File: src/rtl/assert_macros.svh
// Assertion macros for the files that check their own logic.
`ifndef ASSERT_MACROS_SVH
`define ASSERT_MACROS_SVH

// Checks that a condition holds at every clock edge outside reset.
`define DDO_ASSERT_ALWAYS(lbl, expr, msg) \
  lbl: assert property (@(posedge clk) disable iff (rst) (expr)) else $error(msg);

// Checks that a trigger in one cycle is followed by a condition in the next.
`define DDO_ASSERT_NEXT(lbl, ante, cons, msg) \
  lbl: assert property (@(posedge clk) disable iff (rst) (ante) |=> (cons)) else $error(msg);

`endif

File: src/rtl/ddo_pkg.sv
// Shared types, constants and tables of the wheel odometry block.
package ddo_pkg;

  // Defaults for the top-level parameters.
  localparam int CORDIC_STEPS_DEF = 16;
  localparam int COUNT_BITS_DEF   = 32;

  // Configuration register indexes and reset values.
  localparam logic [0:0]  REG_STRAIGHT   = 1'b0;
  localparam logic [0:0]  REG_TURN       = 1'b1;
  localparam logic [31:0] STRAIGHT_RESET = 32'h0100_0000;
  localparam logic [31:0] TURN_RESET     = 32'h0001_0000;

  // Distance is product / 512000, done as a shift by 12 and a divide by 125.
  localparam int          DIST_SHIFT = 12;
  localparam logic [7:0]  DIST_DIV   = 8'd125;
  localparam logic [64:0] DIST_BIAS  = 65'd256000;
  localparam int          DIV_W      = 65 - DIST_SHIFT;
  localparam int          DIST_W     = 46;
  localparam logic [31:0] MS_PER_S   = 32'd1000;

  // Reciprocal of 125 for a 15-bit partial dividend: ceil(2^22 / 125).
  localparam logic [15:0] DIST_RECIP    = 16'd33555;
  localparam int          DIST_RECIP_SH = 22;

  // CORDIC start gain and arctangent table, binary angle units.
  localparam logic signed [33:0] CORDIC_GAIN = 34'sd652032874;
  localparam logic [29:0] ATAN_TAB [32] = '{
    30'h20000000, 30'h12E4051D, 30'h09FB385B, 30'h051111D4, 30'h028B0D43,
    30'h0145D7E1, 30'h00A2F61E, 30'h00517C55, 30'h0028BE53, 30'h00145F2E,
    30'h000A2F98, 30'h000517CC, 30'h00028BE6, 30'h000145F3, 30'h0000A2F9,
    30'h0000517C, 30'h000028BE, 30'h0000145F, 30'h00000A2F, 30'h00000517,
    30'h0000028B, 30'h00000145, 30'h000000A2, 30'h00000051, 30'h00000028,
    30'h00000014, 30'h0000000A, 30'h00000005, 30'h00000002, 30'h00000001,
    30'h00000000, 30'h00000000
  };

  // One classified report as it waits between front and back.
  typedef struct packed {
    logic              sum_neg;
    logic [32:0]       sum_mag;
    logic              dif_neg;
    logic [32:0]       dif_mag;
    logic signed [7:0] interval;
    logic              interval_zero;
  } ddo_item_t;

  // Divider request and response.
  typedef struct packed {
    logic             start;
    logic [DIV_W-1:0] dividend;
    logic [7:0]       divisor;
  } div_req_t;

  typedef struct packed {
    logic             done;
    logic [DIV_W-1:0] quotient;
  } div_rsp_t;

  // Status of the back end.
  typedef struct packed {
    logic busy;
  } back_stat_t;

endpackage

File: src/rtl/ddo_queue.sv
// Two-entry queue between front and back end.
module ddo_queue (
  input  logic               clk,
  input  logic               rst,
  input  logic               push,
  input  ddo_pkg::ddo_item_t push_item,
  output logic               full,
  input  logic               pop,
  output ddo_pkg::ddo_item_t pop_item,
  output logic               empty,
  output logic [1:0]         count
);
  import ddo_pkg::*;

  ddo_item_t entries [2];
  logic      wr_ptr;
  logic      rd_ptr;

  assign full     = (count == 2'd2);
  assign empty    = (count == 2'd0);
  assign pop_item = entries[rd_ptr];

  // Pointers and fill level.
  always_ff @(posedge clk) begin
    if (rst) begin
      wr_ptr <= 1'b0;
      rd_ptr <= 1'b0;
      count  <= 2'd0;
    end else begin
      if (push) wr_ptr <= !wr_ptr;
      if (pop) rd_ptr <= !rd_ptr;
      if (push && !pop) begin
        count <= count + 2'd1;
      end else if (pop && !push) begin
        count <= count - 2'd1;
      end
    end
  end

  // Entry storage.
  always_ff @(posedge clk) begin
    if (push) entries[wr_ptr] <= push_item;
  end

endmodule

File: config.mk
export PLATFORM = sky130hd
export DESIGN_NAME = ddo_queue
export DESIGN_NICKNAME = d
export VERILOG_FILES = /design/src/rtl/assert_macros.svh /design/src/rtl/ddo_pkg.sv /design/src/rtl/ddo_queue.sv
export SDC_FILE = /design/constraint.sdc
export NUM_CORES = 1
export LEC_CHECK = 0
export ABC_CLOCK_PERIOD_IN_PS = 4700
export BUFFER_PORTS_ARGS = -buffer_cell sky130_fd_sc_hd__buf_2
export CAP_MARGIN = 20
export CORE_ASPECT_RATIO = 0.9
export CORE_UTILIZATION = 25
export CTS_CLUSTER_DIAMETER = 30
export CTS_CLUSTER_SIZE = 8
export DETAILED_ROUTE_END_ITERATION = 16
export GPL_TIMING_DRIVEN = 0
export SYNTH_ARGS = -nofsm -noshare
export SYNTH_HDL_FRONTEND = slang
export SYNTH_SLANG_ARGS = --single-unit
File: constraint.sdc
create_clock -name clk -period 4.7 [get_ports clk]
set_clock_uncertainty 0.05 [all_clocks]
set_input_delay 0.705 -clock clk [delete_from_list [all_inputs] [get_ports clk]]
set_output_delay 0.705 -clock clk [all_outputs]
set_load 0.05 [all_outputs]
==> impl_results.md <==
- Area Overhead vs Synth: 31.59%
- First-pass GRT wire length: 17120 um
- CP Data Required Time: 3.94 ns
- CTS H-tree depth: 4
- Power Dens Cells: 478.0 nW/um2
- Post-route DRC: 0
- N_diodes: 0
- Cell family with most CP delay: buffers and inverters
- Final core utilization: 33.98%
- Starting DRT DRC Count: 90
- Power Total: 3.709 mW
- Leak: 2.952 nW
- Gpl congestion: 0.7621
- Total GRT Usage: 9.582%
- Max-Cap Viols: 0
- Post-Synth Adder-Cell Area: 0.2122%
- CTS tree: done
- Dpl cells: 723
- Ports: 162
- Syn_area_per_cell: 22.51 um2
- Clk_lat worst skew: 0.42 ns
- CTS root buf: clkbuf_16
- Yosys reg bits: 159
- Post-Layout Inst Area: 7760 um2
- Die height: 147.7 um
- Num rows: 52
- Synth Area in Compound Gates: 0.1697%
- TritonRoute pass-1 iters: 4
- Placed instance area: 7152 um2
- Crit-path slowest cell: dfxtp_1
- Largest net degree at the start of global routing: 64
- Final ANT Viol Nets: 0
- Final hold slack: 0.4194 ns
- Post-synthesis xor/xnor area fraction: 0.5941%
- Multiplexer share of the synthesized area: 16.61%
- Run status: finished, final reports clean
- Setup repair bufs after CTS: 0
- RSZ-0062 raised after global routing: no
- Initial Util: 25.82%
- Commonest cells after routing, fill and taps aside: 165 x buf_2, 154 x edfxtp_1, 47 x mux2_2, 30 x mux2_4, 17 x clkbuf_16
- PortBufs: 161
- Final hold vios: 0
- Vias in the first global route: 3249
- Fin. max-slew vios: 0
- Worst setup SP type: register
- Post-Synth Simple-Gate Area: 0.7426%
- Drt via density: 3.992
- Worst Path Arrival: 1.77 ns
- Vias: 3014
- Initial antenna violation count: 0
- Critical R2R Launch: wr_ptr
- Maximum VDD drop: 0.2086 mV
- Fmax: 395.6 MHz
- Hold_sp: push_item[34]
- Most common cell after layout, fill and taps aside: buf_2
- PostCTS Resize Cnt: 0
- Largest family of logic cells by synthesized area: multiplexers
- CP Buf/Inv Count: 4
- Synth unique cells: 17
- Non-Filler Instances: 755
- Die ar.: 24210 um2
- Final setup fails: 0
- Layout cell share with drive strength beyond 1: 61.79%
- Slew @ Worst Pin: 0.5534 ns
- HPWL after DPL: 7583 um
- Post-synthesis instance total: 262
- Rel. slew slack: 63.03%
- Setup TNS: 0 ns
- Synthesized area: 5897 um2
- Post-synthesis sequential area ratio: 80.12%
- Final net count: 527
- Hold Crit Class: input pin to register
- Clock buffer depth: 2
- GR Overflow Total: 0
- Synth warnings: 0
- Sink Count: 159
- WL/cell: 14.70 um
- WS Path Type: register to primary output
- Post-Place Worst Slack: 2.384 ns
- Core footprint: 22840 um2
- Clk pin slew, worst setup/hold paths: 0.07 ns
- Routed WL: 11100 um
- Critical path endpoint category: primary output
- CTS buffer count: 17
- CP dominant cell by count: buf_6
- Syn Nets: 344
- CP Cell Sequence: buf_6 -> buf_6 -> buf_8 -> mux2_4 -> buf_2
- Fin crit period: 2.528 ns
- Setup ws final: 2.172 ns
- Hold Buf Count CTS: 0
- Crit path largest cell delay: 0.32 ns
- Die span in x: 163.9 um
- Worst-path maximum fanout: 10
- Tcrit/Tclk final: 53.79%
registers in the layout, summed over array words and instances (netlist names), named ones only:
| signal | count |
|---|---|
| entries | 154 |
| wr_ptr | 1 |
| rd_ptr | 1 |
| count | 2 |
power by group:
part	leakage, nW	switching (mW)	internal, mW
registers	1.49	0.0220	1.65
logic	1.18	0.432	0.192
clock network	0.289	0.564	0.846
total	2.95	1.02	2.69
per-layer routing:
metal / vias up / part of all wire, % / track usage [%]
met5: - / 0 / 0
met1: 1483 / 43 / 10.71
met2: 114 / 49 / 15.97
li1: 1404 / - / -
met3: 13 / 7.2 / 4.125
met4: 0 / 1.5 / 3.889
cell families (layout without fill, tap and decap cells):
kind of cell,Yosys count,in the layout
AOI/OAI and AO/OA,2,2
xor gates and xnor gates,4,4
adders and majority gates,1,1
buffers and inverters,10,206
DFF,159,159
muxes,77,77
and+or+nand+nor,9,9
worst register-to-register path: cells and delay by family (launching register included):
family | cells | cell delay, ns
buffers and inverters | 2 | 0.54
DFF | 1 | 0.35
and+or+nand+nor | 1 | 0.48
cells in the mapped netlist:
library cell	n	area, um2
o21ai_0	1	5.000
inv_1	1	3.750
mux2_4	30	450.4
xnor2_1	2	17.52
or3_1	1	6.260
and2_1	1	6.260
buf_8	3	45.04
buf_2	4	20.02
buf_6	2	22.52
nor2b_1	2	12.51
xor2_1	2	17.52
edfxtp_1	154	4624
nor2_1	5	18.77
ha_1	1	12.51
mux2_2	47	529.3
a21oi_1	1	5.000
dfxtp_1	5	100.1
cell type report:
type                       count  area (um2)
multi-input combinational     93        1091
clock buffer                  18       429.2
tap                          297       371.6
clock inverter                14       178.9
inverter                       1       3.754
timing repair buffer         164       873.3
buffer                         9       87.58
fill                        2183       15080
sequential                   159        4725
final timing paths:
path         slack [ns]              to  cells after the start
max                2.17    pop_item[56]                      5
min                0.42  entries[1][34]                      1
max reg2reg        2.95  entries[0][28]                      3
min reg2reg        0.48          rd_ptr                      2
Power figures use the tool's default switching activity.
