$ cat src/rtl/assert_macros.svh
// Assertion macros for the files that check their own logic.
`ifndef ASSERT_MACROS_SVH
`define ASSERT_MACROS_SVH

// Checks that a condition holds at every clock edge outside reset.
`define DDO_ASSERT_ALWAYS(lbl, expr, msg) \
  lbl: assert property (@(posedge clk) disable iff (rst) (expr)) else $error(msg);

// Checks that a trigger in one cycle is followed by a condition in the next.
`define DDO_ASSERT_NEXT(lbl, ante, cons, msg) \
  lbl: assert property (@(posedge clk) disable iff (rst) (ante) |=> (cons)) else $error(msg);

`endif

$ cat src/rtl/ddo_pkg.sv
// Shared types, constants and tables of the wheel odometry block.
package ddo_pkg;

  // Defaults for the top-level parameters.
  localparam int CORDIC_STEPS_DEF = 16;
  localparam int COUNT_BITS_DEF   = 32;

  // Configuration register indexes and reset values.
  localparam logic [0:0]  REG_STRAIGHT   = 1'b0;
  localparam logic [0:0]  REG_TURN       = 1'b1;
  localparam logic [31:0] STRAIGHT_RESET = 32'h0100_0000;
  localparam logic [31:0] TURN_RESET     = 32'h0001_0000;

  // Distance is product / 512000, done as a shift by 12 and a divide by 125.
  localparam int          DIST_SHIFT = 12;
  localparam logic [7:0]  DIST_DIV   = 8'd125;
  localparam logic [64:0] DIST_BIAS  = 65'd256000;
  localparam int          DIV_W      = 65 - DIST_SHIFT;
  localparam int          DIST_W     = 46;
  localparam logic [31:0] MS_PER_S   = 32'd1000;

  // Reciprocal of 125 for a 15-bit partial dividend: ceil(2^22 / 125).
  localparam logic [15:0] DIST_RECIP    = 16'd33555;
  localparam int          DIST_RECIP_SH = 22;

  // CORDIC start gain and arctangent table, binary angle units.
  localparam logic signed [33:0] CORDIC_GAIN = 34'sd652032874;
  localparam logic [29:0] ATAN_TAB [32] = '{
    30'h20000000, 30'h12E4051D, 30'h09FB385B, 30'h051111D4, 30'h028B0D43,
    30'h0145D7E1, 30'h00A2F61E, 30'h00517C55, 30'h0028BE53, 30'h00145F2E,
    30'h000A2F98, 30'h000517CC, 30'h00028BE6, 30'h000145F3, 30'h0000A2F9,
    30'h0000517C, 30'h000028BE, 30'h0000145F, 30'h00000A2F, 30'h00000517,
    30'h0000028B, 30'h00000145, 30'h000000A2, 30'h00000051, 30'h00000028,
    30'h00000014, 30'h0000000A, 30'h00000005, 30'h00000002, 30'h00000001,
    30'h00000000, 30'h00000000
  };

  // One classified report as it waits between front and back.
  typedef struct packed {
    logic              sum_neg;
    logic [32:0]       sum_mag;
    logic              dif_neg;
    logic [32:0]       dif_mag;
    logic signed [7:0] interval;
    logic              interval_zero;
  } ddo_item_t;

  // Divider request and response.
  typedef struct packed {
    logic             start;
    logic [DIV_W-1:0] dividend;
    logic [7:0]       divisor;
  } div_req_t;

  typedef struct packed {
    logic             done;
    logic [DIV_W-1:0] quotient;
  } div_rsp_t;

  // Status of the back end.
  typedef struct packed {
    logic busy;
  } back_stat_t;

endpackage

$ cat src/rtl/ddo_req_if.sv
// Input channel carrying one sensor report per transaction.
interface ddo_req_if;
  logic              valid;
  logic              ready;
  logic signed [31:0] left_count;
  logic signed [31:0] right_count;
  logic signed [7:0]  interval_ms;

  modport source (output valid, left_count, right_count, interval_ms, input ready);
  modport sink (input valid, left_count, right_count, interval_ms, output ready);
endinterface

$ cat src/rtl/ddo_front.sv
// Front end: takes reports, forms wrapped count deltas and classifies them.
module ddo_front #(
  parameter int COUNT_BITS = ddo_pkg::COUNT_BITS_DEF
) (
  input  logic              clk,
  input  logic              rst,
  ddo_req_if.sink           req,
  output ddo_pkg::ddo_item_t item,
  output logic              push,
  input  logic              full
);
  import ddo_pkg::*;

  logic [COUNT_BITS-1:0]        prev_left;
  logic [COUNT_BITS-1:0]        prev_right;
  logic signed [COUNT_BITS-1:0] dl;
  logic signed [COUNT_BITS-1:0] dr;
  logic signed [COUNT_BITS:0]   sum;
  logic signed [COUNT_BITS:0]   dif;
  logic [COUNT_BITS:0]          sum_abs;
  logic [COUNT_BITS:0]          dif_abs;

  // Deltas wrap to the counter width.
  assign dl = $signed(req.left_count[COUNT_BITS-1:0] - prev_left);
  assign dr = $signed(req.right_count[COUNT_BITS-1:0] - prev_right);
  assign sum = {dl[COUNT_BITS-1], dl} + {dr[COUNT_BITS-1], dr};
  assign dif = {dr[COUNT_BITS-1], dr} - {dl[COUNT_BITS-1], dl};

  // Sign and magnitude of the sum and difference terms.
  assign sum_abs = sum[COUNT_BITS] ? $unsigned(-sum) : $unsigned(sum);
  assign dif_abs = dif[COUNT_BITS] ? $unsigned(-dif) : $unsigned(dif);

  always_comb begin
    item.sum_neg       = sum[COUNT_BITS];
    item.sum_mag       = 33'(sum_abs);
    item.dif_neg       = dif[COUNT_BITS];
    item.dif_mag       = 33'(dif_abs);
    item.interval      = req.interval_ms;
    item.interval_zero = (req.interval_ms == 8'sd0);
  end

  assign req.ready = !full;
  assign push      = req.valid && !full;

  // Keep the last counts of every accepted report.
  always_ff @(posedge clk) begin
    if (rst) begin
      prev_left  <= '0;
      prev_right <= '0;
    end else if (push) begin
      prev_left  <= req.left_count[COUNT_BITS-1:0];
      prev_right <= req.right_count[COUNT_BITS-1:0];
    end
  end

endmodule

$ cat src/flat_wrapper.sv
// flat-port wrapper written by rule: the top's interface ports become plain ports
module ddo_front_flat import ddo_pkg::*;
#(
  parameter int COUNT_BITS = ddo_pkg::COUNT_BITS_DEF
)
  (clk, rst, item, push, full, req_valid, req_left_count, req_right_count, req_interval_ms, req_ready);
  ddo_req_if req_i ();
  input  logic clk;
  input  logic rst;
  output ddo_pkg::ddo_item_t item;
  output logic push;
  input  logic full;
  input wire logic [$bits(req_i.valid)-1:0] req_valid;
  input wire logic [$bits(req_i.left_count)-1:0] req_left_count;
  input wire logic [$bits(req_i.right_count)-1:0] req_right_count;
  input wire logic [$bits(req_i.interval_ms)-1:0] req_interval_ms;
  output wire logic [$bits(req_i.ready)-1:0] req_ready;
  assign req_i.valid = req_valid;
  assign req_i.left_count = req_left_count;
  assign req_i.right_count = req_right_count;
  assign req_i.interval_ms = req_interval_ms;
  assign req_ready = req_i.ready;
  ddo_front #(.COUNT_BITS(COUNT_BITS)) u_core (.clk(clk), .rst(rst), .req(req_i), .item(item), .push(push), .full(full));
endmodule
$ cat config.mk
export PLATFORM = sky130hd
export DESIGN_NAME = ddo_front_flat
export DESIGN_NICKNAME = d
export VERILOG_FILES = /design/src/rtl/assert_macros.svh /design/src/rtl/ddo_pkg.sv /design/src/rtl/ddo_req_if.sv /design/src/rtl/ddo_front.sv /design/src/flat_wrapper.sv
export SDC_FILE = /design/constraint.sdc
export NUM_CORES = 1
export LEC_CHECK = 0
export BUFFER_PORTS_ARGS = -buffer_cell sky130_fd_sc_hd__buf_4
export CORE_MARGIN = 1.5
export CORE_UTILIZATION = 61
export DETAILED_ROUTE_END_ITERATION = 16
export HOLD_SLACK_MARGIN = 0.02
export PLACE_DENSITY = 0.86
export SYNTH_ARGS = -nofsm -noshare
export SYNTH_HDL_FRONTEND = slang
export SYNTH_SLANG_ARGS = --single-unit
$ cat constraint.sdc
create_clock -name clk -period 11.1 [get_ports clk]
set_clock_uncertainty 0.2 [all_clocks]
set_input_delay 2.22 -clock clk [delete_from_list [all_inputs] [get_ports clk]]
set_output_delay 2.22 -clock clk [all_outputs]
set_load 0.005 [all_outputs]
==> metrics.txt <==
placed cell area=12,400 um2; Tcrit/Tclk final=97.0%; status=finished, final reports clean; initial antenna violation count=0; Vert. Die Dim=around 140 um; CTS root buf=clkbuf_16; Syn-to-layout area delta=13.9%; First-pass DRT Iterations=6; Async SR Flop Fraction=0%; CTS Sinks=64; Die X=138 um; sequential fraction of the synthesis area=11.5%; Filler Cell Count=1,609; Pleak=5.36 nW; vias per cell=6.19; FF+latch area=1280 um2; CP Class=in -> out; most common cell after layout, fill and taps aside=nand2_1; ANT cells=0; Multi-input gate area=about 9100 um2; max_slew headroom=37.4%; Mapped Area=roughly 11,000 um2; total track usage=31.6%; CP max stage cell=ha_2; worst-path maximum fanout=8; FMAX=92.9 MHz; Critical Path Max Stage Delay=0.44 ns; GRT overflow=0; EDFF count, synth=0; Boundary Pins=around 160; routability cong.=0.981; gate count after technology mapping=1,636; syn avg cell area=6.83 um2; Vias=12,200; final antenna-violating net count=0; main flop type after synthesis=dfxtp_1; WP data required=8.68 ns; Net Count, Synth=~1,800; total core area=18,000 um2; # Max-Cap Violations=0; HP Class=reg -> reg; Placed Cells incl. Taps=1,958; Worst-Skew Late Latency=approximately 0.33 ns; Max VDD drop=0.000239 V; WL final=approximately 32,000 um; Period minus WS final=10.76 ns; CTS tree=done; finished layout cell area=12,700 um2; Worst setup EP type=output port; Least-Margin Pin Slew=0.924 ns; TritonCTS Buffers=9; initial core utilization=62.2%; commonest cells after routing, fill and taps aside=nand2_1, a21oi_1, buf_4; drt drc=0; PwrDens=234 nW/um2; Critical Path Source Type=input port; CTS clk-pin slew, worst paths=0.05 ns; Final Max Tran Viols=0; Port Buffers=roughly 150; final worst slack=between 0.3 and 0.4 ns; largest net degree at the start of global routing=66; Final Hold Fails=0; vias in the first global route=10,900; post-placement setup slack=around 0.28 ns; DP Wirelength=25,400 um; layout cells sized above 1=13.1%; Synth warnings=0; WP data arrival=approximately 8.3 ns; Final Non-Filler Cells=1,974; flops & latches, synth=64; Setup violations, final=0; Final #Nets=approximately 1,900; post-synth cell types=93; First DRT Iteration DRCs=1,091; WL per Instance=16.1 um; Max Buffers Root-to-Sink=2; Die ar.=19,100 um2; H-Tree Depth=3; first-pass GRT wire length=a little over 50,000 um; Cell Rows=49
[flip-flops by register name (all words and copies together), names as in the netlist]
name / cells
u_core.prev_left: 32
u_core.prev_right: 32
[final cells by class]
type / instances / share of cell area (%)
Timing Repair Buffer: 163 / 9.71
Sequential cell: 64 / 10.1
Multi-Input combinational cell: 1354 / 71.4
Clock buffer: 12 / 2.01
Clock inverter: 3 / 0.138
Tap cell: 229 / 2.25
Inverter: 149 / 4.42
[cell usage after synthesis, drive strengths merged, types with 19 or more instances]
| master | instances | area share, % |
|---|---|---|
| dfxtp | 64 | 11 |
| o21ai | 82 | 3.7 |
| ha | 128 | 14 |
| clkbuf | 52 | 1.8 |
| nor2 | 115 | 3.9 |
| nand2 | 217 | 7.3 |
| xor2 | 38 | 3.0 |
| xnor2 | 113 | 8.9 |
| inv | 145 | 4.9 |
| nand3 | 42 | 1.9 |
| nor2b | 19 | 1.1 |
| a31oi | 19 | 1.1 |
| nor3 | 53 | 2.4 |
| a211oi | 20 | 1.5 |
| a21oi | 180 | 8.1 |
| a21o | 40 | 2.7 |
| nand4 | 20 | 1.1 |
[final timing paths]
| path | startpoint | endpoint | slack [ns] | cells past startpoint |
|---|---|---|---|---|
| setup / recovery | req_left_count[0] | item[41] | 0.34 | 27 |
| setup reg to reg | u_core.prev_right[6] | u_core.prev_right[6] | 10.23 | 2 |
| hold / removal | u_core.prev_right[21] | u_core.prev_right[21] | 0.25 | 2 |
| hold reg to reg | u_core.prev_right[21] | u_core.prev_right[21] | 0.25 | 2 |
[repair_timing]
action / 4_1_cts / 5_1_grt
hold buffers: 0 / 0
setup endpoints to repair: 0 / 29
buffers inserted: 0 / 1
resized for setup: 0 / 15
[metal layers]
layer	part of all wire [%]	vias to the layer above	global-route usage, %
li1	-	6008	-
met1	47	5636	45.2
met2	44	531	49.9
met3	7.6	39	4.36
met4	1.3	0	7.70
met5	0	-	0
[cell families after synthesis]
family | synth area share [%]
adder cells (fa/ha/maj) | 15.0
AND/OR/NAND/NOR | 24.6
XOR/XNOR | 11.8
flip-flops | 11.5
AO/OA/AOI/OAI | 28.7
buffers and inverters | 7.71
multiplexers | 0.661
[worst max-delay path: cells and delay by family]
family                   cells  cell delay (ns)
AO/OA/AOI/OAI               14             3.05
AND/OR/NAND/NOR              4             1.17
adder cells (fa/ha/maj)      3             1.02
buffers and inverters        5             0.49
multiplexers                 1             0.36
[power by group]
part / switching (mW) / internal [mW]
Combinational: 1.37 / 1.09
Sequential: 0.00516 / 0.241
Clock: 0.0987 / 0.161
Total: 1.48 / 1.50
[per-stage QoR]
step,power (mW),hold slack (ns),TNS [ns],util [%]
3_5_place_dp,2.64,0.246,0,68.9
2_1_floorplan,1.80,0.236,0,-
5_1_grt,3.20,0.269,-0.113,70.9
4_1_cts,2.91,0.253,0,70.4
6_report,2.97,0.253,0,70.9
3_3_place_gp,2.59,0.241,0,68.9
No activity file was read; power rests on OpenSTA's default activity.
