`src/rtl/assert_macros.svh`:
```
// Assertion macros for the files that check their own logic.
`ifndef ASSERT_MACROS_SVH
`define ASSERT_MACROS_SVH

// Checks that a condition holds at every clock edge outside reset.
`define DDO_ASSERT_ALWAYS(lbl, expr, msg) \
  lbl: assert property (@(posedge clk) disable iff (rst) (expr)) else $error(msg);

// Checks that a trigger in one cycle is followed by a condition in the next.
`define DDO_ASSERT_NEXT(lbl, ante, cons, msg) \
  lbl: assert property (@(posedge clk) disable iff (rst) (ante) |=> (cons)) else $error(msg);

`endif

```
`src/rtl/ddo_pkg.sv`:
```
// Shared types, constants and tables of the wheel odometry block.
package ddo_pkg;

  // Defaults for the top-level parameters.
  localparam int CORDIC_STEPS_DEF = 16;
  localparam int COUNT_BITS_DEF   = 32;

  // Configuration register indexes and reset values.
  localparam logic [0:0]  REG_STRAIGHT   = 1'b0;
  localparam logic [0:0]  REG_TURN       = 1'b1;
  localparam logic [31:0] STRAIGHT_RESET = 32'h0100_0000;
  localparam logic [31:0] TURN_RESET     = 32'h0001_0000;

  // Distance is product / 512000, done as a shift by 12 and a divide by 125.
  localparam int          DIST_SHIFT = 12;
  localparam logic [7:0]  DIST_DIV   = 8'd125;
  localparam logic [64:0] DIST_BIAS  = 65'd256000;
  localparam int          DIV_W      = 65 - DIST_SHIFT;
  localparam int          DIST_W     = 46;
  localparam logic [31:0] MS_PER_S   = 32'd1000;

  // Reciprocal of 125 for a 15-bit partial dividend: ceil(2^22 / 125).
  localparam logic [15:0] DIST_RECIP    = 16'd33555;
  localparam int          DIST_RECIP_SH = 22;

  // CORDIC start gain and arctangent table, binary angle units.
  localparam logic signed [33:0] CORDIC_GAIN = 34'sd652032874;
  localparam logic [29:0] ATAN_TAB [32] = '{
    30'h20000000, 30'h12E4051D, 30'h09FB385B, 30'h051111D4, 30'h028B0D43,
    30'h0145D7E1, 30'h00A2F61E, 30'h00517C55, 30'h0028BE53, 30'h00145F2E,
    30'h000A2F98, 30'h000517CC, 30'h00028BE6, 30'h000145F3, 30'h0000A2F9,
    30'h0000517C, 30'h000028BE, 30'h0000145F, 30'h00000A2F, 30'h00000517,
    30'h0000028B, 30'h00000145, 30'h000000A2, 30'h00000051, 30'h00000028,
    30'h00000014, 30'h0000000A, 30'h00000005, 30'h00000002, 30'h00000001,
    30'h00000000, 30'h00000000
  };

  // One classified report as it waits between front and back.
  typedef struct packed {
    logic              sum_neg;
    logic [32:0]       sum_mag;
    logic              dif_neg;
    logic [32:0]       dif_mag;
    logic signed [7:0] interval;
    logic              interval_zero;
  } ddo_item_t;

  // Divider request and response.
  typedef struct packed {
    logic             start;
    logic [DIV_W-1:0] dividend;
    logic [7:0]       divisor;
  } div_req_t;

  typedef struct packed {
    logic             done;
    logic [DIV_W-1:0] quotient;
  } div_rsp_t;

  // Status of the back end.
  typedef struct packed {
    logic busy;
  } back_stat_t;

endpackage

```
`src/rtl/ddo_div.sv`:
```
// Bit-serial restoring divider: wide dividend by an 8-bit divisor.
module ddo_div (
  input  logic              clk,
  input  logic              rst,
  input  ddo_pkg::div_req_t req,
  output ddo_pkg::div_rsp_t rsp
);
  import ddo_pkg::*;

  localparam int CNT_W = $clog2(DIV_W + 1);

  logic [DIV_W-1:0] work;
  logic [7:0]       rem;
  logic [7:0]       dsr;
  logic [CNT_W-1:0] cnt;
  logic             busy;
  logic             done;
  logic [8:0]       rem_sh;
  logic             ge;

  // One quotient bit per cycle, most significant first.
  assign rem_sh = {rem, work[DIV_W-1]};
  assign ge     = (rem_sh >= {1'b0, dsr});

  always_ff @(posedge clk) begin
    if (rst) begin
      busy <= 1'b0;
      done <= 1'b0;
    end else begin
      done <= 1'b0;
      if (req.start) begin
        busy <= 1'b1;
      end else if (busy && cnt == CNT_W'(DIV_W - 1)) begin
        busy <= 1'b0;
        done <= 1'b1;
      end
    end
  end

  always_ff @(posedge clk) begin
    if (req.start) begin
      work <= req.dividend;
      dsr  <= req.divisor;
      rem  <= '0;
      cnt  <= '0;
    end else if (busy) begin
      rem  <= ge ? 8'(rem_sh - {1'b0, dsr}) : rem_sh[7:0];
      work <= {work[DIV_W-2:0], ge};
      cnt  <= cnt + CNT_W'(1);
    end
  end

  assign rsp.done     = done;
  assign rsp.quotient = work;

endmodule

```
`config.mk`:
```
export PLATFORM = sky130hd
export DESIGN_NAME = ddo_div
export DESIGN_NICKNAME = d
export VERILOG_FILES = /design/src/rtl/assert_macros.svh /design/src/rtl/ddo_pkg.sv /design/src/rtl/ddo_div.sv
export SDC_FILE = /design/constraint.sdc
export NUM_CORES = 1
export LEC_CHECK = 0
export ABC_CLOCK_PERIOD_IN_PS = 2500
export BUFFER_PORTS_ARGS = -buffer_cell sky130_fd_sc_hd__buf_2
export CAP_MARGIN = 30
export CELL_PAD_IN_SITES_DETAIL_PLACEMENT = 1
export CELL_PAD_IN_SITES_GLOBAL_PLACEMENT = 1
export CORE_MARGIN = 10
export CORE_UTILIZATION = 40
export CTS_CLUSTER_SIZE = 24
export DETAILED_ROUTE_END_ITERATION = 10
export HOLD_SLACK_MARGIN = 0.02
export PLACE_DENSITY = 0.87
export SLEW_MARGIN = 15
export SYNTH_ARGS = -nofsm -noshare
export SYNTH_HDL_FRONTEND = slang
export SYNTH_SLANG_ARGS = --single-unit
```
`constraint.sdc`:
```
create_clock -name clk -period 2.5 [get_ports clk]
set_clock_uncertainty 0.1 [all_clocks]
set_input_delay 0.5 -clock clk [delete_from_list [all_inputs] [get_ports clk]]
set_output_delay 0.5 -clock clk [all_outputs]
set_load 0.03 [all_outputs]
```
==> impl_summary.log, run 1 <==
[metrics] CTS root buf: sky130_fd_sc_hd__clkbuf_8
[metrics] main combinational cell family by area after synthesis: multiplexers
[metrics] max-capacitance violation count: 0
[metrics] number of nets produced by synthesis: 335
[metrics] maximum buffer depth of the clock tree: 2
[metrics] global-route wire length before repair: 14.53 mm
[metrics] post-route clock period utilization: 93.61%
[metrics] input/output buffers: 117
[metrics] area of the mapped netlist: 3610 um2
[metrics] P_sw: 989.8 uW
[metrics] Site Rows: 34
[metrics] worst setup timing slack at the placement stage: 0.1247 ns
[metrics] drt via density: 5.143
[metrics] highest achievable clock rate: 427.3 MHz
[metrics] relative contribution of combinational cells to total power: 21.1%
[metrics] share of the synthesized netlist area taken by xor and xnor gates: 1.698%
[metrics] leading register cell type out of synthesis: sky130_fd_sc_hd__edfxtp_1
[metrics] aggregate routed wire length: 9.203 mm
[metrics] class of the tightest hold or removal check: in -> reg
[metrics] internal portion of total power: 2366 uW
[metrics] Inserted Clock Buffers: 9
[metrics] post-route setup slack: 0.1598 ns
[metrics] setup TNS: 0 ns
[metrics] die outline width: 115.0 um
[metrics] area of the die: 13,220 um2
[metrics] total number of clock tree sinks: 77
[metrics] number of enable-type register cells in the synthesized netlist: 61
[metrics] Die Y: 115.0 um
[metrics] CTS hold repair buffers: 0
[metrics] Rel. slew slack: 69.75%
[metrics] count leader, synth: sky130_fd_sc_hd__edfxtp_1
[metrics] global router's overall resource usage: 13.96%
[metrics] fraction of the mapped netlist area in compound gates: 7.036%
[metrics] maximum number of pins on one net before global-route repair: 55
[metrics] Critical Path AT: 2.50 ns
[metrics] Worst IR Drop VDD: 380.5 uV
[metrics] post-CTS clock slew at the launch and capture registers of the worst setup and hold paths: 0.08 ns
[metrics] Cells after Synth: 260
[metrics] proportion of synthesized flip-flops having asynchronous set or reset: 0%
[metrics] reg-to-reg setup timing slack: 0.16 ns
[metrics] total number of vias: 2,546
[metrics] mux cell area share after synthesis: 16.78%
[metrics] adder-cell share of the synthesized area: 4.021%
[metrics] initial antenna violation count: 0
[metrics] switching portion of total power: 29.49%
[metrics] area fraction in and, or, nand and nor cells after synthesis: 7.244%
[metrics] transition time of the tightest slew-check pin: 0.4522 ns
[metrics] # diodes: 0
[metrics] Required @ worst endpoint: 2.66 ns
[metrics] Critical Path Sink Type: flip-flop
[metrics] vias in the first global route: 2,845
[metrics] share of final-layout standard cells stronger than drive strength 1: 51.16%
[metrics] P&R area growth vs syn: 26.62%
[metrics] CP Launch Type: flip-flop
[metrics] part of the power in the clock network: 31.4%
[metrics] setup repair after global routing missed its margin: false
[metrics] clock latency on the worst-skew pair: 0.35 ns
[metrics] Yosys top cell area share: 50.75%
[metrics] run status: complete, no violations
[metrics] leakage component of the power: 0.001890 uW
[metrics] Post-DRT Antenna Nets: 0
[metrics] Setup Viol. Count Final: 0
[metrics] mean cell area of the mapped netlist: 13.88 um2
[metrics] synthesized flop and latch total: 77
[metrics] number of distinct library cells after synthesis: 45
[metrics] final number of max-transition violations: 0
[metrics] initial drt markers: 80
[metrics] placeable core region: 8763 um2
[metrics] # resized after CTS: 0
[metrics] clock tree from TritonCTS: yes
[metrics] Yosys top cell by area: sky130_fd_sc_hd__edfxtp_1
[metrics] post-route core utilization: 52.16%
[metrics] number of detailed-routing iterations run before antenna repair: 4
[metrics] synth top area cells: sky130_fd_sc_hd__edfxtp_1 51%, sky130_fd_sc_hd__mux2_2 16%, sky130_fd_sc_hd__dfxtp_1 8.9%
[metrics] maximum fanout count along the critical path: 4
[metrics] sequential power share: 47.5%
[metrics] effective utilization at floorplan: 41.19%
[metrics] CTS HTree Levels: 3
[metrics] Final Hold Violating Endpoints: 0
[metrics] total number of nets in the final design: 457
[metrics] placer congestion estimate: 0.8022
[metrics] Setup Buffers After CTS: 0
[metrics] critical path class: reg -> reg
[metrics] power density normalized to cell area: 734.3 nW/um2
[metrics] DPL Wire Length: 7.012 mm
[metrics] fin crit period: 2.340 ns
[metrics] average routed wire per standard cell: 18.59 um
[metrics] overall power consumption: 3356 uW
[metrics] aggregate global routing overflow: 0
[metrics] register area share after synthesis: 59.62%
[metrics] I/O Pins: 118
[metrics] worst hold-check slack: 0.2196 ns
[metrics] leading cell types by count after synthesis: 61 x sky130_fd_sc_hd__edfxtp_1, 52 x sky130_fd_sc_hd__mux2_2, 16 x sky130_fd_sc_hd__dfxtp_1, 16 x sky130_fd_sc_hd__inv_1, 16 x sky130_fd_sc_hd__nor2_1
[metrics] YS warnings: 0
[metrics] DRC violations left: 0
==> sequential cells by signal (all words and copies together) (netlist names) <==
register,count
dsr,8
cnt,6
busy,1
done,1
work,53
rem,8
==> path summary, 6_finish.rpt <==
kind	start	to	depth (start not counted)
hold reg to reg	cnt[5]$_SDFFE_PP0P_	done$_SDFF_PP0_	2
setup / recovery	work[52]$_DFFE_PP_	rem[6]$_SDFFE_PP0P_	8
setup reg to reg	work[52]$_DFFE_PP_	rem[6]$_SDFFE_PP0P_	8
hold / removal	rst	busy$_SDFFE_PP0P_	2
==> worst max-delay path: stages, from the launching register on <==
cell                        delay, ns
sky130_fd_sc_hd__edfxtp_1        0.39
sky130_fd_sc_hd__inv_1           0.06
sky130_fd_sc_hd__ha_1            0.23
sky130_fd_sc_hd__fa_1            0.41
sky130_fd_sc_hd__nand2b_1        0.25
sky130_fd_sc_hd__a2111oi_2       0.33
sky130_fd_sc_hd__a311oi_1        0.09
sky130_fd_sc_hd__a21o_1          0.18
sky130_fd_sc_hd__a311oi_2        0.22
==> kinds of logic after synthesis <==
kind of cell / after synthesis
AO/OA/AOI/OAI: 32
XOR/XNOR: 7
adder cells (fa/ha/maj): 11
buffers and inverters: 28
flip-flops: 77
multiplexers: 54
AND/OR/NAND/NOR: 51
==> through the flow <==
stage,instance area (um2),cells
6_report,4571,495
5_1_grt,4571,495
4_1_cts,4564,495
3_5_place_dp,4343,479
3_3_place_gp,4343,479
2_1_floorplan,3610,260
==> layout make-up <==
type	instances	area (um2)
clock buffers	9	123.9
fillers	928	4193
flip-flops and latches	77	2152
repair buffers	123	668.1
clock inverters	7	97.59
well taps	108	135.1
inverters	16	60.06
multi-input cells	155	1334
==> power by group through the flow <==
stage          Clock (uW)  Sequential [uW]  Combinational (uW)
2_1_floorplan           0             1800                 297
3_3_place_gp            0             1620                 692
3_5_place_dp            0             1620                 714
4_1_cts              1090             1600                 716
5_1_grt              1130             1610                 768
6_report             1050             1590                 709
==> routing by layer <==
metal | vias to the layer above | wire [um] | GRT usage [%]
li1 | 1218 | - | -
met1 | 1220 | 3390 | 14.27
met2 | 97 | 4651 | 23.69
met3 | 11 | 976 | 6.615
met4 | 0 | 184 | 6.518
met5 | - | 0 | 0
==> cell usage in the layout (no fill, tap or decap), types with 2 or more instances in the layout <==
cell type	count
sky130_fd_sc_hd__a221oi_1	2
sky130_fd_sc_hd__mux2_2	52
sky130_fd_sc_hd__edfxtp_1	61
sky130_fd_sc_hd__xnor2_1	2
sky130_fd_sc_hd__a311oi_2	2
sky130_fd_sc_hd__nor2_1	16
sky130_fd_sc_hd__bufinv_16	2
sky130_fd_sc_hd__buf_2	117
sky130_fd_sc_hd__o21ai_0	2
sky130_fd_sc_hd__o21ai_1	2
sky130_fd_sc_hd__a41oi_1	2
sky130_fd_sc_hd__a21oi_1	7
sky130_fd_sc_hd__o31ai_1	2
sky130_fd_sc_hd__ha_1	10
sky130_fd_sc_hd__buf_12	3
sky130_fd_sc_hd__nand4_1	6
sky130_fd_sc_hd__nand2b_1	5
sky130_fd_sc_hd__a21o_1	2
sky130_fd_sc_hd__nor2b_1	3
sky130_fd_sc_hd__inv_6	2
sky130_fd_sc_hd__xor2_1	5
sky130_fd_sc_hd__buf_4	3
sky130_fd_sc_hd__mux2i_1	2
sky130_fd_sc_hd__nand2_1	11
sky130_fd_sc_hd__inv_1	15
sky130_fd_sc_hd__dfxtp_1	16
sky130_fd_sc_hd__clkbuf_8	9
sky130_fd_sc_hd__o311ai_2	2
sky130_fd_sc_hd__a311oi_1	2
sky130_fd_sc_hd__and2_1	3
Note: power is estimated with default switching activity, not from simulation.
==> inputs of run 2 (changes only) <==
- BUFFER_PORTS_ARGS: -buffer_cell sky130_fd_sc_hd__buf_2 -> default
- CORE_UTILIZATION: 40 -> 50
- DONT_BUFFER_PORTS: default -> 1
- PLACE_DENSITY: 0.87 -> 0.86
==> run 2 against run 1 <==
Critical path depth stayed put. Count of clock-buffer cells in the layout unchanged. Power down 8.9%. Non-clock buffer count down 118. Flip-flop and latch count is the same. Wire length is 6.4% lower. First-iteration DRC count decreased by 11%. Hold slack worse by 0.12 ns. Register-to-register slack hardly changed. Cell count decreased by 26%. Highest routed layer is now met5. Combinational power fell by 49%.
==> impl_summary.log, run 2 (same netlist as run 1, synthesis figures left out) <==
[metrics] input/output buffers: 0 (-100%)
[metrics] highest achievable clock rate: 427.0 MHz (about the same)
[metrics] FILL cells: 699 (-25%)
[metrics] power density normalized to cell area: 784.3 nW/um2 (+6.8%)
[metrics] setup repair after global routing missed its margin: false
[metrics] total number of vias: 2,106 (-17%)
[metrics] Final Hold Violating Endpoints: 0 (unchanged)
[metrics] area of the die: 11,020 um2 (-17%)
[metrics] post-CTS clock slew at the launch and capture registers of the worst setup and hold paths: 0.09 ns (about the same)
[metrics] CTS root buf: sky130_fd_sc_hd__clkbuf_8
[metrics] Worst IR Drop VDD: 427.0 uV (+12%)
[metrics] Required @ worst endpoint: 2.68 ns (+0.02 ns)
[metrics] number of detailed-routing iterations run before antenna repair: 6 (+2)
[metrics] final number of max-transition violations: 0 (unchanged)
[metrics] DRC violations left: 0 (unchanged)
[metrics] critical path class: reg -> reg
[metrics] run status: complete, no violations
[metrics] Crit. Startpoint: work[52]$_DFFE_PP_
[metrics] Critical Path AT: 2.52 ns (+0.02 ns)
[metrics] DPL Wire Length: 6.327 mm (-9.8%)
[metrics] register cell area after layout: 2152 um2 (unchanged)
[metrics] total number of nets in the final design: 339 (-26%)
[metrics] average routed wire per standard cell: 23.59 um (+27%)
[metrics] number of flip-flops under the largest register name: 53 (unchanged)
[metrics] CP Launch Type: flip-flop
[metrics] Post-DRT Antenna Nets: 0 (unchanged)
[metrics] # diodes: 0 (unchanged)
[metrics] leakage component of the power: 0.001394 uW (-26%)
[metrics] share of final-layout standard cells stronger than drive strength 1: 30.11% (-21 points)
[metrics] # resized after CTS: 0 (unchanged)
[metrics] aggregate routed wire length: 8.610 mm (-6.4%)
[metrics] met3 demand-to-capacity share in global routing: 9.214% (+2.6 points)
[metrics] overall power consumption: 3057 uW (-8.9%)
[metrics] transition time of the tightest slew-check pin: 0.4966 ns (+0.04443 ns)
[metrics] aggregate global routing overflow: 0 (unchanged)
[metrics] initial antenna violation count: 2 (+2)
[metrics] I/O Pins: 118 (unchanged)
[metrics] maximum number of pins on one net before global-route repair: 75 (+36%)
[metrics] met2 usage: 24.15% (+0.47 points)
[metrics] maximum fanout count along the critical path: 4 (unchanged)
[metrics] Critical Path Sink Type: flip-flop
[metrics] setup TNS: 0 ns (unchanged)
[metrics] placeable core region: 6907 um2 (-21%)
[metrics] reg-to-reg setup timing slack: 0.16 ns (about the same)
[metrics] initial drt markers: 71 (-11%)
[metrics] GRT busiest layer: met2
[metrics] max-capacitance violation count: 0 (unchanged)
[metrics] Inserted Clock Buffers: 9 (unchanged)
[metrics] area of combinational cells with multiple inputs: 1334 um2 (unchanged)
[metrics] drt via density: 5.770 (+12%)
[metrics] reg2reg start: work[52]$_DFFE_PP_
[metrics] clock latency on the worst-skew pair: 0.35 ns (about the same)
[metrics] clock tree from TritonCTS: yes
[metrics] CTS hold repair buffers: 0 (unchanged)
[metrics] hold path start: req[61]
[metrics] P&R area growth vs syn: 7.972%
[metrics] total number of clock tree sinks: 77 (unchanged)
[metrics] met1 usage: 16.62% (+2.4 points)
[metrics] largest registers: work: 53 flops, dsr: 8 flops, rem: 8 flops
[metrics] global-route wire length before repair: 13.33 mm (-8.3%)
[metrics] Setup Viol. Count Final: 0 (unchanged)
[metrics] maximum buffer depth of the clock tree: 2 (unchanged)
[metrics] worst hold-check slack: 0.1019 ns (-0.1177 ns)
[metrics] Setup Buffers After CTS: 0 (unchanged)
[metrics] Site Rows: 30 (-12%)
[metrics] global router's overall resource usage: 15.47% (+1.5 points)
[metrics] class of the tightest hold or removal check: in -> reg
[metrics] Largest Register: work
[metrics] Rel. slew slack: 66.77% (-3.0 points)
[metrics] CTS HTree Levels: 3 (unchanged)
[metrics] die outline width: 105.0 um (-8.7%)
[metrics] post-route clock period utilization: 93.68% (about the same)
[metrics] placer congestion estimate: 0.8253 (+2.9%)
[metrics] commonest cells after routing, fill and taps aside: 61 x sky130_fd_sc_hd__edfxtp_1, 52 x sky130_fd_sc_hd__mux2_2, 16 x sky130_fd_sc_hd__nor2_1, 16 x sky130_fd_sc_hd__dfxtp_1, 15 x sky130_fd_sc_hd__inv_1
[metrics] most common cell after layout, fill and taps aside: sky130_fd_sc_hd__edfxtp_1
[metrics] vias in the first global route: 2,373 (-17%)
[metrics] effective utilization at floorplan: 52.26% (+11 points)
[metrics] Die Y: 105.0 um (-8.7%)
[metrics] fin crit period: 2.342 ns (+0.001758 ns)
[run 2: layout make-up]
| class | count | area share (%) |
|---|---|---|
| clock buffers | 9 | 3.178 |
| flip-flops and latches | 77 | 55.22 |
| inverters | 16 | 1.541 |
| well taps | 96 | 3.082 |
| multi-input cells | 155 | 34.22 |
| repair buffers | 5 | 1.284 |
| clock inverters | 7 | 1.477 |
[run 2: power breakdown]
part	total [uW]	switching (uW)	internal [uW]
clock network	892	518	374
registers	1800	269	1540
logic	360	187	173
[run 2: routing by layer]
metal  part of all wire, %  vias to the layer above  wire length, um
met4                   2.3                        2              196
met5                  0.15                        -               13
met3                    11                       17              982
li1                      -                      976                -
met1                    38                     1021             3237
met2                    49                       90             4179
[run 2: final timing paths]
kind,endpoint,cells past startpoint
hold reg to reg,cnt[5]$_SDFFE_PP0P_,2
setup / recovery,rem[6]$_SDFFE_PP0P_,8
setup reg to reg,rem[6]$_SDFFE_PP0P_,8
hold / removal,rem[6]$_SDFFE_PP0P_,1
[run 2: metrics by stage]
step	worst slack (ns)	utilization (%)	instances	cell area, um2
after floorplan	0.1477	-	260	3610
after detailed placement	0.1473	53.71	349	3710
after global placement	0.2989	53.71	349	3710
final	0.1580	56.43	365	3897
after global routing	0.05583	56.43	365	3897
after CTS	0.1089	56.34	365	3891
[run 2: worst max-delay path: stages, from the launching register on]
cell	delay [ns]
sky130_fd_sc_hd__edfxtp_1	0.37
sky130_fd_sc_hd__inv_1	0.05
sky130_fd_sc_hd__ha_1	0.22
sky130_fd_sc_hd__fa_1	0.39
sky130_fd_sc_hd__nand2b_1	0.25
sky130_fd_sc_hd__a2111oi_2	0.38
sky130_fd_sc_hd__a311oi_1	0.10
sky130_fd_sc_hd__a21o_1	0.19
sky130_fd_sc_hd__a311oi_2	0.22
